File: config.mk
export PLATFORM = sky130hd
export DESIGN_NAME = yuv420_block_to_bgr24
export DESIGN_NICKNAME = d
export VERILOG_FILES = /design/src/rtl/yuv2bgr_pkg.sv /design/src/rtl/yuv420_block_to_bgr24.sv
export SDC_FILE = /design/constraint.sdc
export NUM_CORES = 1
export LEC_CHECK = 0
export ABC_AREA = 1
export BUFFER_PORTS_ARGS = -buffer_cell sky130_fd_sc_hd__clkbuf_2
export CAP_MARGIN = 25
export CORE_ASPECT_RATIO = 1.5
export CORE_MARGIN = 2
export CORE_UTILIZATION = 40
export CTS_CLUSTER_SIZE = 10
export DETAILED_ROUTE_END_ITERATION = 10
export MAX_ROUTING_LAYER = met4
export SYNTH_ARGS = -nofsm -noshare
export SYNTH_HDL_FRONTEND = slang
export SYNTH_SLANG_ARGS = --single-unit
export TNS_END_PERCENT = 5
File: constraint.sdc
create_clock -name clk -period 8.3 [get_ports clk]
set_clock_uncertainty 0.05 [all_clocks]
set_input_delay 1.66 -clock clk [delete_from_list [all_inputs] [get_ports clk]]
set_output_delay 1.66 -clock clk [all_outputs]
set_load 0.03 [all_outputs]
File: src/rtl/yuv2bgr_pkg.sv
`timescale 1ns / 1ps
// Package for the 4:2:0 block to BGR24 converter: chroma term ROMs,
// widths and the byte clamp. No dependencies.
package yuv2bgr_pkg;

    localparam int SampleWidth = 8;
    localparam int TermWidth   = 9;   // signed chroma term, |term| <= 226
    localparam int SumWidth    = 10;  // signed luma plus terms, -226..480
    localparam int RomDepth    = 1 << SampleWidth;
    localparam int ChromaMid   = 128;
    localparam int ByteMax     = 8'hFF;

    localparam int CB_TO_B_NUM = 1772;
    localparam int CB_TO_B_DEN = 1000;
    localparam int CB_TO_G_NUM = 34414;
    localparam int CB_TO_G_DEN = 100000;
    localparam int CR_TO_G_NUM = 71414;
    localparam int CR_TO_G_DEN = 100000;
    localparam int CR_TO_R_NUM = 1402;
    localparam int CR_TO_R_DEN = 1000;

    typedef logic [SampleWidth-1:0]      sample_t;
    typedef logic signed [TermWidth-1:0] term_t;
    typedef logic signed [SumWidth-1:0]  sum_t;
    typedef term_t                       term_rom_t [RomDepth];

    typedef enum logic [1:0] {
        SEL_CB_TO_B,
        SEL_CB_TO_G,
        SEL_CR_TO_G,
        SEL_CR_TO_R
    } term_sel_t;

    // coef * (code - 128), truncated toward zero; elaboration only
    function automatic term_t chroma_term(int idx, term_sel_t sel);
        int off;
        int mag;
        int prod;
        off = idx - ChromaMid;
        mag = (off < 0) ? -off : off;
        case (sel)
            SEL_CB_TO_B: prod = (CB_TO_B_NUM * mag) / CB_TO_B_DEN;
            SEL_CB_TO_G: prod = (CB_TO_G_NUM * mag) / CB_TO_G_DEN;
            SEL_CR_TO_G: prod = (CR_TO_G_NUM * mag) / CR_TO_G_DEN;
            SEL_CR_TO_R: prod = (CR_TO_R_NUM * mag) / CR_TO_R_DEN;
            default:     prod = 0;
        endcase
        if (off < 0)
            prod = -prod;
        return TermWidth'(prod);
    endfunction

    function automatic term_rom_t build_rom(term_sel_t sel);
        term_rom_t rom;
        for (int i = 0; i < RomDepth; i++)
        begin
            rom[i] = chroma_term(i, sel);
        end
        return rom;
    endfunction

    localparam term_rom_t CB_TO_B_ROM = build_rom(SEL_CB_TO_B);
    localparam term_rom_t CB_TO_G_ROM = build_rom(SEL_CB_TO_G);
    localparam term_rom_t CR_TO_G_ROM = build_rom(SEL_CR_TO_G);
    localparam term_rom_t CR_TO_R_ROM = build_rom(SEL_CR_TO_R);

    function automatic sample_t clamp_byte(sum_t v);
        sample_t res;
        if (v < 0)
            res = '0;
        else if (v > sum_t'(ByteMax))
            res = sample_t'(ByteMax);
        else
            res = v[SampleWidth-1:0];
        return res;
    endfunction

endpackage

File: src/rtl/yuv420_block_to_bgr24.sv
`timescale 1ns / 1ps
// An accepted item moves from the input register into the result register, where
// it is held until it is taken.
// Throughput: one item per cycle with out_ready held high; the ROM lookup, add and
// clamp between the two registers set only the clock period.
// Reset (rst_n low, asynchronous) empties both stages; payload registers are not reset.
// Depends on yuv2bgr_pkg for the chroma term ROMs and the clamp.
module yuv420_block_to_bgr24
    import yuv2bgr_pkg::*;
(
    input  logic    clk,
    input  logic    rst_n,

    input  logic    in_valid,
    output logic    in_ready,
    input  sample_t luma_top_left,
    input  sample_t luma_top_right,
    input  sample_t luma_bottom_left,
    input  sample_t luma_bottom_right,
    input  sample_t chroma_blue,
    input  sample_t chroma_red,

    output logic    out_valid,
    input  logic    out_ready,
    output sample_t blue_top_left,
    output sample_t green_top_left,
    output sample_t red_top_left,
    output sample_t blue_top_right,
    output sample_t green_top_right,
    output sample_t red_top_right,
    output sample_t blue_bottom_left,
    output sample_t green_bottom_left,
    output sample_t red_bottom_left,
    output sample_t blue_bottom_right,
    output sample_t green_bottom_right,
    output sample_t red_bottom_right
);

    localparam int NumPixels = 4;

    // ---------------------------------------------------------------
    // Handshake: the result register advances when it is empty or its
    // item is being taken; the input register advances into it. A new
    // item enters whenever the input register is empty or moving on;
    // hold the input while both registers are full and the result waits.
    // ---------------------------------------------------------------
    logic s1_valid_reg;
    logic out_valid_reg;
    logic out_advance;
    logic s1_advance;
    logic in_accept;

    assign out_advance = !out_valid_reg || out_ready;
    assign s1_advance  = out_advance;
    assign in_ready    = !s1_valid_reg || s1_advance;
    assign in_accept   = in_valid && in_ready;
    assign out_valid   = out_valid_reg;

    // ---------------------------------------------------------------
    // Input register: hold the raw block until it moves on.
    // ---------------------------------------------------------------
    sample_t luma_reg [NumPixels];
    sample_t cb_reg;
    sample_t cr_reg;

    always_ff @(posedge clk or negedge rst_n)
    begin
        if (!rst_n)
        begin
            s1_valid_reg <= 1'b0;
        end
        else if (in_ready)
        begin
            s1_valid_reg <= in_valid;
        end
    end

    always_ff @(posedge clk)
    begin
        if (in_accept)
        begin
            luma_reg[0] <= luma_top_left;
            luma_reg[1] <= luma_top_right;
            luma_reg[2] <= luma_bottom_left;
            luma_reg[3] <= luma_bottom_right;
            cb_reg      <= chroma_blue;
            cr_reg      <= chroma_red;
        end
    end

    // ---------------------------------------------------------------
    // Conversion: four table lookups shared by all four pixels, then
    // one add and one clamp per channel.
    // ---------------------------------------------------------------
    term_t   add_b;
    term_t   cb_g;
    term_t   cr_g;
    term_t   add_r;
    sum_t    sub_g;
    sample_t blue_next  [NumPixels];
    sample_t green_next [NumPixels];
    sample_t red_next   [NumPixels];

    assign add_b = CB_TO_B_ROM[cb_reg];
    assign cb_g  = CB_TO_G_ROM[cb_reg];
    assign cr_g  = CR_TO_G_ROM[cr_reg];
    assign add_r = CR_TO_R_ROM[cr_reg];
    assign sub_g = sum_t'(cb_g) + sum_t'(cr_g);

    always_comb
    begin
        for (int px = 0; px < NumPixels; px++)
        begin
            blue_next[px]  = clamp_byte(sum_t'({2'b00, luma_reg[px]}) + sum_t'(add_b));
            green_next[px] = clamp_byte(sum_t'({2'b00, luma_reg[px]}) - sub_g);
            red_next[px]   = clamp_byte(sum_t'({2'b00, luma_reg[px]}) + sum_t'(add_r));
        end
    end

    // ---------------------------------------------------------------
    // Result register: drop the taken item, load the next one.
    // ---------------------------------------------------------------
    sample_t blue_reg  [NumPixels];
    sample_t green_reg [NumPixels];
    sample_t red_reg   [NumPixels];

    always_ff @(posedge clk or negedge rst_n)
    begin
        if (!rst_n)
        begin
            out_valid_reg <= 1'b0;
        end
        else if (out_advance)
        begin
            out_valid_reg <= s1_valid_reg;
        end
    end

    always_ff @(posedge clk)
    begin
        if (out_advance && s1_valid_reg)
        begin
            blue_reg  <= blue_next;
            green_reg <= green_next;
            red_reg   <= red_next;
        end
    end

    assign blue_top_left      = blue_reg[0];
    assign green_top_left     = green_reg[0];
    assign red_top_left       = red_reg[0];
    assign blue_top_right     = blue_reg[1];
    assign green_top_right    = green_reg[1];
    assign red_top_right      = red_reg[1];
    assign blue_bottom_left   = blue_reg[2];
    assign green_bottom_left  = green_reg[2];
    assign red_bottom_left    = red_reg[2];
    assign blue_bottom_right  = blue_reg[3];
    assign green_bottom_right = green_reg[3];
    assign red_bottom_right   = red_reg[3];

    // ---------------------------------------------------------------
    // Checks
    // ---------------------------------------------------------------
    a_s1_holds_when_stalled: assert property (@(posedge clk) disable iff (!rst_n)
        s1_valid_reg && !s1_advance |=> s1_valid_reg)
        else $error("input stage lost an item while stalled");

    a_ready_when_empty: assert property (@(posedge clk) disable iff (!rst_n)
        !s1_valid_reg |-> in_ready)
        else $error("input stage empty but not ready");

    a_s1_moves_to_out: assert property (@(posedge clk) disable iff (!rst_n)
        s1_valid_reg && s1_advance |=> out_valid_reg)
        else $error("item left input stage without reaching the output");

    a_no_invented_result: assert property (@(posedge clk) disable iff (!rst_n)
        !s1_valid_reg && out_advance |=> !out_valid_reg)
        else $error("result appeared with no item behind it");

endmodule
Word-level counts from Yosys, hierarchy flattened
Memory sizes are Yosys's and may differ from the RTL's.
Index checks and enable logic that the tools add are counted.
- register bits: 114
- output and inout port bits: 98
- RAM bits: 32
- memories kept: 5
- bits of input ports: 52
- word-level logic and storage cells: 90
- bits in read-only memories: 9216
- memories (name ; words ; width ; read ports ; clocked after memory_dff ; wr ports ; RTL line ; source):
    (name not given) ; 256 ; 9 ; 1 ; 0 ; 0 ; yuv420_block_to_bgr24.sv:107 ; assign add_r = CR_TO_R_ROM[cr_reg];
    (name not given) ; 256 ; 9 ; 1 ; 0 ; 0 ; yuv420_block_to_bgr24.sv:106 ; assign cr_g = CR_TO_G_ROM[cr_reg];
    (name not given) ; 256 ; 9 ; 1 ; 0 ; 0 ; yuv420_block_to_bgr24.sv:105 ; assign cb_g = CB_TO_G_ROM[cb_reg];
    (name not given) ; 256 ; 9 ; 1 ; 0 ; 0 ; yuv420_block_to_bgr24.sv:104 ; assign add_b = CB_TO_B_ROM[cb_reg];
    luma_reg ; 4 ; 8 ; 4 ; 0 ; 4 ; yuv420_block_to_bgr24.sv:62 ; sample_t luma_reg [NumPixels];
- bitwise logic cells: 2
- reductions and logical operators: 6
- add/sub/neg operators: 13
- muxes and demuxes: 22
- magnitude comparators: 26
- operator list (cell ; number):
    > comparator 10 x 9 -> 1 bit, second input constant ; 12
    less-than comparator 10 x 1 -> 1 bit, second input constant ; 12
    two-way mux 8 bit ; 12
    adder 9 x 9 -> 10 bit ; 9
    two-way mux 9 bit ; 8
    subtractor 9 x 10 -> 10 bit ; 4
    >= comparator 9 bit, second input constant ; 2
    NOT 8 -> 9 bit ; 2
    logical AND 1 bit ; 2
    zero test 1 bit ; 2
    logical OR 1 bit ; 2
    two-way mux 1 bit ; 2

Depth between registers and ports, before layout
Gate-level depths: netlist of the first run.
- depth after elaboration: 8
- depth in mapped cells: 33
- mapped depth without buffers: 33

Worst setup path after synthesis of the first run
No wires, ideal clock.
- kind: input -> register
- from: input port out_ready
- to: register blue_reg, in the netlist blue_bottom_left[0] (enable)
- buffers on the path: 0
- setup time: 0.582 ns
- stages on the path: 2
- required time: 7.668 ns
- data arrival time: 6.336 ns
- path slack: 1.332 ns
- path through: inv_1 a21oi_1
- word-level cells in the longest chain between the ends: 2
- ends and longest elaborated chain (what ; RTL line ; source):
    start: declaration ; yuv420_block_to_bgr24.sv:24 ; input logic out_ready,
    logical OR 1 bit ; yuv420_block_to_bgr24.sv:53 ; assign out_advance = !out_valid_reg || out_ready;
    logical AND 1 bit ; yuv420_block_to_bgr24.sv:141 ; if (out_advance && s1_valid_reg)
    end signal: assignment ; yuv420_block_to_bgr24.sv:143 ; blue_reg <= blue_next;
    end: declaration ; yuv420_block_to_bgr24.sv:123 ; sample_t blue_reg [NumPixels];
Every way passes these cells.
A chain may end at the register's enable or synchronous reset.

Final worst setup path of the first run
- from: register cr_reg[4]
- to: register green_reg, in the netlist green_bottom_right[1] (data pin)
- word-level cells in the longest chain between the ends: 8
- elaborated cells between the ends (all ways): 9
- classes of those cells: 2 x add/sub; 2 x order compare; 3 x mux; 1 x bitwise; 1 x memory
- ends and longest elaborated chain (what ; RTL line ; source):
    start: declaration ; yuv420_block_to_bgr24.sv:64 ; sample_t cr_reg;
    start signal: assignment ; yuv420_block_to_bgr24.sv:87 ; cr_reg <= chroma_red;
    NOT 8 -> 9 bit (implied by the code) * ; yuv420_block_to_bgr24.sv:106 ;
    memory read (256 x 9 bit) * ; n/a ;
    two-way mux 9 bit (implied by the code) * (2 in series) ; yuv420_block_to_bgr24.sv:106 ;
    adder 9 x 9 -> 10 bit * ; yuv420_block_to_bgr24.sv:108 ; assign sub_g = sum_t'(cb_g) + sum_t'(cr_g);
    subtractor 9 x 10 -> 10 bit * ; yuv420_block_to_bgr24.sv:115 ; green_next[px] = clamp_byte(sum_t'({2'b00, luma_reg[px]}) - sub_g);
    > comparator 10 x 9 -> 1 bit ; yuv2bgr_pkg.sv:71 ; else if (v > sum_t'(ByteMax))
    two-way mux 8 bit ; yuv2bgr_pkg.sv:71 ;
    end signal: assignment ; yuv420_block_to_bgr24.sv:144 ; green_reg <= green_next;
    end: declaration ; yuv420_block_to_bgr24.sv:124 ; sample_t green_reg [NumPixels];
Every way passes the cells marked *; elsewhere a longest branch is shown, timed or not. The select of a mux whose other input is x is not followed.

==> results.json, run 1 <==
{
  "wirelength_um": 53000,
  "holdWs_ns": 0.468,
  "crit_path_end_kind": "flip-flop",
  "finalSetupViolations": 0,
  "hold_path_class": "flip-flop to flip-flop",
  "status": "finished clean",
  "io-pin-count": 150,
  "drc_errors": 0,
  "drv_slew": 0,
  "grt_overflow": 0,
  "synth_area_leaders": "edfxtp_1 (30%), nand2_1 (14%), ha_1 (9.8%)",
  "cts_tree": "yes",
  "synth_top_area_share": 0.299,
  "cp-start-kind": "flip-flop",
  "grt_start_max_net_pins": 69,
  "slew-limit-headroom": 0.325,
  "vias": 14900,
  "ys_dominant_reg_cell": "edfxtp_1",
  "rsz0062_at_grt": "no",
  "port_buffers": 149,
  "critPathKind": "flip-flop to flip-flop",
  "syn_to_final_growth_pct": 12.9,
  "dieArea_um2": 37700,
  "power-per-cell-area_nw_per_um2": 265,
  "grt_pass1_wl_um": 81400,
  "setup-tns-final_ns": 0,
  "hpwl_um": 41200,
  "fin_crit_sh": 0.708,
  "grt_pass1_vias": 14800,
  "clock_path_buffers": 2,
  "gr-usage-all-layers": 0.288,
  "die_w_um": 159,
  "nFillCells": 3737,
  "rows": 85,
  "synthDistinctLibCells": 60,
  "largest_register_ffs": 32,
  "crit_fanout": 19,
  "ys_ff_latch": 146,
  "ys_seq_area_frac": 0.302,
  "die_h_um": 237,
  "synth_top_area_cell": "edfxtp_1",
  "yosysWarnings": 0,
  "min_period_ns": 5.88,
  "max_clock_freq_mhz": 170,
  "ys_async_sr_fraction": 0.0137,
  "synth-edff-count": 144,
  "netlist_area_um2": 14500,
  "dr.pass1.iters": 6,
  "arrival_ns": 6.04,
  "syn_nets": 2209,
  "antenna_found_initial": 2,
  "nNetsFinal": 2336,
  "cts.clk_slew.worst_paths_ns": 0.08,
  "cap_violations": 0,
  "ir_drop_mv": 0.116,
  "power.leakage_nw": 7.93,
  "core_um2": 35700,
  "htreeDepth": 4,
  "clock-sinks": 146,
  "drive_above_1_share": 0.119,
  "cts.repair.resized": 0,
  "drt_iter0_drc": 1307,
  "clock-root-buffer": "clkbuf_16",
  "drtAntennaViolNets": 0,
  "wire_per_inst_um": 20.0,
  "cts_setup_buffers": 0,
  "hold_buffers": 0,
  "final_hold_viol_count": 0,
  "start_util": 0.405,
  "gp_congestion": 1.06,
  "vias_per_cell": 5.63,
  "worst_pin_slew_ns": 1.01,
  "clock_latency_ns": 0.47,
  "syn_inst": 2031,
  "cp.required_ns": 8.46,
  "syn_avg_cell_area_um2": 7.12,
  "cts_inserted_buffers": 17
}
-- worst max-delay path, stage by stage, from the launching register on --
cell and delay, ns:
edfxtp_1 0.85, nand2_1 0.56, inv_1 0.60, nand3_1 0.16, nand2_1 0.10, inv_1 0.11
o21ai_0 0.09, a21oi_1 0.07, a32o_1 0.24, ha_1 0.42, nand2_2 0.09, nor2_2 0.13
nand2_2 0.09, nand3_2 0.09, nand2_2 0.10, o21ai_0 0.20, xor2_1 0.52, ha_1 0.35
inv_1 0.12, o21ai_0 0.13, inv_1 0.11, nand2_1 0.07, nand2_2 0.12, nand3_1 0.10
nand2_1 0.07, inv_1 0.03
-- cells in the final DEF (no fill, tap or decap), types with 13 or more instances in the layout --
master / n
a211oi_1: 15
a21oi_1: 175
buf_4: 19
clkbuf_16: 17
clkbuf_2: 149
edfxtp_1: 144
fa_1: 13
ha_1: 113
inv_1: 262
nand2_1: 530
nand2_2: 20
nand3_1: 138
nand3_2: 14
nand4_1: 19
nor2_1: 147
nor3_1: 13
o2111ai_1: 16
o211ai_1: 21
o21ai_0: 126
o22ai_1: 17
o311ai_0: 13
xnor2_1: 22
xor2_1: 46
-- worst paths after layout --
path                               from               endpoint  slack [ns]  cells past startpoint
min                        s1_valid_reg              out_valid        0.47                      2
min in group asynchronous         rst_n           s1_valid_reg        0.93                      1
max in group asynchronous         rst_n              out_valid        7.17                      1
max reg2reg                   cr_reg[4]  green_bottom_right[1]        2.42                     25
min reg2reg                s1_valid_reg              out_valid        0.47                      2
max                           cr_reg[4]  green_bottom_right[1]        2.42                     25
-- report_power, final --
part,internal [W],total [W],switching [W]
Clock,0.000481,0.000833,0.000352
Sequential,0.00104,0.00113,0.0000842
Combinational,0.000770,0.00237,0.00160
Total,0.00229,0.00433,0.00204
-- logic make-up (layout without fill, tap and decap cells) --
group / count (synthesis) / after routing / share of synthesized area
compound gates: 452 / 452 / 0.185
fa+ha+maj: 126 / 126 / 0.116
xor+xnor: 68 / 68 / 0.0412
buf+inv: 337 / 477 / 0.0900
simple gates: 902 / 902 / 0.266
flops: 146 / 146 / 0.302
other cells: 0 / 2 / 0
-- area by class of cell --
cell class,instances,area [um2],area share
antenna,2,5.00,0.000307
tap,478,598,0.0366
clock inverter,15,193,0.0118
clock buffer,17,425,0.0261
multi-input combinational,1548,8800,0.539
timing repair buffer,168,888,0.0544
inverter,277,1040,0.0638
sequential,146,4370,0.268
-- metrics by stage --
step                       util  total power, W  instances  setup slack, ns  instance area (um2)
after floorplan               -         0.00290       2031             1.33                14500
after global placement    0.439         0.00348       2617             2.48                15700
after detailed placement  0.439         0.00349       2617             2.49                15700
after CTS                 0.457         0.00434       2649             2.45                16300
after global routing      0.457         0.00466       2651             1.98                16300
final                     0.457         0.00433       2651             2.42                16300
-- Yosys cell counts (2+ instances only) --
library cell    n
nand2_1       530
inv_1         263
a21oi_1       176
nor2_1        147
edfxtp_1      144
nand3_1       138
o21ai_0       126
ha_1          113
xor2_1         46
clkbuf_1       32
xnor2_1        22
o211ai_1       21
nand2_2        20
nand4_1        19
o22ai_1        17
buf_2          16
o2111ai_1      16
a211oi_1       15
nand3_2        14
fa_1           13
nor3_1         13
o311ai_0       13
o221ai_1       12
buf_1           9
inv_2           9
a31oi_1         8
nor4_1          6
o31ai_1         6
a221oi_1        5
o21bai_1        5
o32ai_1         5
a22oi_1         4
clkinv_1        4
o21ai_1         4
or2_2           4
a21o_1          3
a32oi_1         3
a22o_1          2
and2_1          2
buf_4           2
dfrtp_1         2
nand2_4         2
nor2_2          2
o21a_1          2
-- layer usage --
layer | share of wire | up-vias | track usage | wire, um
met4 | 0.067 | 0 | 0.182 | 3540
met1 | 0.36 | 6947 | 0.292 | 19300
met3 | 0.042 | 194 | 0.0335 | 2230
met2 | 0.53 | 596 | 0.525 | 27900
met5 | 0 | - | - | 0
li1 | - | 7192 | - | -
Power figures use the tool's default switching activity.
==> run 2, diff against run 1 <==
==> constraint.sdc (replaced) <==
create_clock -name clk -period 5.28 [get_ports clk]
set_clock_uncertainty 0.05 [all_clocks]
set_input_delay 1.056 -clock clk [delete_from_list [all_inputs] [get_ports clk]]
set_output_delay 1.056 -clock clk [all_outputs]
set_load 0.03 [all_outputs]
==> results.json, run 2 (synthesis gave the netlist of run 1 again) <==
{
  "crit_fanout": 8,
  "hold_path_class": "primary input to asynchronous set/reset pin",
  "die_h_um": 237,
  "reg2reg_depth": 29,
  "rrSetupSlack_ns": 0.38,
  "antenna_found_initial": 1,
  "drt_iter0_drc": 1279,
  "syn_to_final_growth_pct": 17.4,
  "clock-root-buffer": "clkbuf_16",
  "crit_path_end_kind": "flip-flop",
  "start_util": 0.405,
  "cap_violations": 0,
  "holdWs_ns": 0.328,
  "clock-sinks": 146,
  "wirelength_um": 53000,
  "cp.required_ns": 5.44,
  "wire_per_inst_um": 19.4,
  "drc_errors": 0,
  "cp-start-kind": "flip-flop",
  "rows": 85,
  "r2r-end": "green_top_left[6]",
  "hold_buffers": 0,
  "gr-usage-all-layers": 0.286,
  "power-per-cell-area_nw_per_um2": 410,
  "crit_slowest_cell": "nor2_1",
  "port_buffers": 149,
  "worstReg2RegStart": "cb_reg[0]",
  "nFillCells": 3634,
  "vias_per_cell": 5.55,
  "status": "finished clean",
  "gp_congestion": 1.06,
  "power.leakage_nw": 8.32,
  "worstSetupStartpoint": "cb_reg[0]",
  "finalSetupViolations": 0,
  "hpwl_um": 42400,
  "slowest_delay_ns": 0.47,
  "htreeDepth": 4,
  "drv_slew": 0,
  "drtAntennaViolNets": 0,
  "max_clock_freq_mhz": 204,
  "cts_tree": "yes",
  "io-pin-count": 150,
  "grt_overflow": 0,
  "dr.pass1.iters": 7,
  "ir_drop_mv": 0.195,
  "largest_register_ffs": 32,
  "vias": 15200,
  "die_w_um": 159,
  "final_cell_mix": "nand2_1 (529), inv_1 (260), a21oi_1 (175)",
  "clock_path_buffers": 2,
  "slew-limit-headroom": 0.412,
  "cts_inserted_buffers": 17,
  "min_period_ns": 4.90,
  "p_total_w": 0.00697,
  "arrival_ns": 5.06,
  "dieArea_um2": 37700,
  "grt_start_max_net_pins": 57,
  "layout_commonest_cell": "nand2_1",
  "drive_above_1_share": 0.154,
  "cp_common_cell": "nand2_1",
  "grt_pass1_wl_um": 80600,
  "core_um2": 35700,
  "worst_pin_slew_ns": 0.879,
  "nNetsFinal": 2416,
  "grt_pass1_vias": 14700,
  "final_hold_viol_count": 0,
  "cts.clk_slew.worst_paths_ns": 0.08,
  "clock_latency_ns": 0.46,
  "fin_crit_sh": 0.929,
  "critPathCapture": "green_top_left[6]",
  "critPathKind": "flip-flop to flip-flop"
}
## run 2: power breakdown
part | internal [W] | switching (W)
clock | 0.000722 | 0.000578
sequential | 0.00164 | 0.000130
combinational | 0.00135 | 0.00255
## run 2: critical path: cells and delay by family, from the launching register on
family          cells  cell delay [ns]
compound gates      6             0.95
xor+xnor            1             0.15
fa+ha+maj           3             0.83
buf+inv             6             0.80
flops               1             0.45
simple gates       13             1.40
## run 2: timing repair
item | 4_1_cts | 5_1_grt
setup buffers | 0 | 9
resized for setup | 0 | 10
endpoints found under the setup margin | 0 | 32
hold endpoints to repair | 0 | 0
## run 2: area by class of cell
cell class | count | area (um2) | share of cell area
clock inverter | 15 | 193 | 0.0113
inverter | 277 | 1040 | 0.0615
timing repair buffer | 248 | 1530 | 0.0899
antenna | 1 | 2.50 | 0.000147
clock buffer | 17 | 425 | 0.0250
sequential | 146 | 4370 | 0.258
multi-input combinational | 1548 | 8820 | 0.519
tap | 478 | 598 | 0.0352
## run 2: worst min path at each step
stage,startpoint,end
2_1_floorplan,s1_valid_reg,out_valid
3_3_place_gp,s1_valid_reg,out_valid
4_1_cts,rst_n,out_valid
6_report,rst_n,out_valid
3_5_place_dp,s1_valid_reg,out_valid
5_1_grt,rst_n,out_valid
## run 2: through the flow
stage	std cells	cell area [um2]	setup TNS [ns]	worst slack, ns	util
after floorplan	2031	14500	0	0.798	-
after detailed placement	2688	16300	0	0.204	0.455
after global routing	2730	17000	-0.00651	-0.00651	0.475
final	2730	17000	0	0.377	0.475
after CTS	2720	16900	0	0.177	0.473
after global placement	2688	16300	0	0.364	0.455
## run 2: routing by layer
layer / routed length [um] / track usage
met3: 2410 / 0.0340
met4: 4630 / 0.217
met5: 0 / -
met1: 18900 / 0.285
met2: 27100 / 0.511
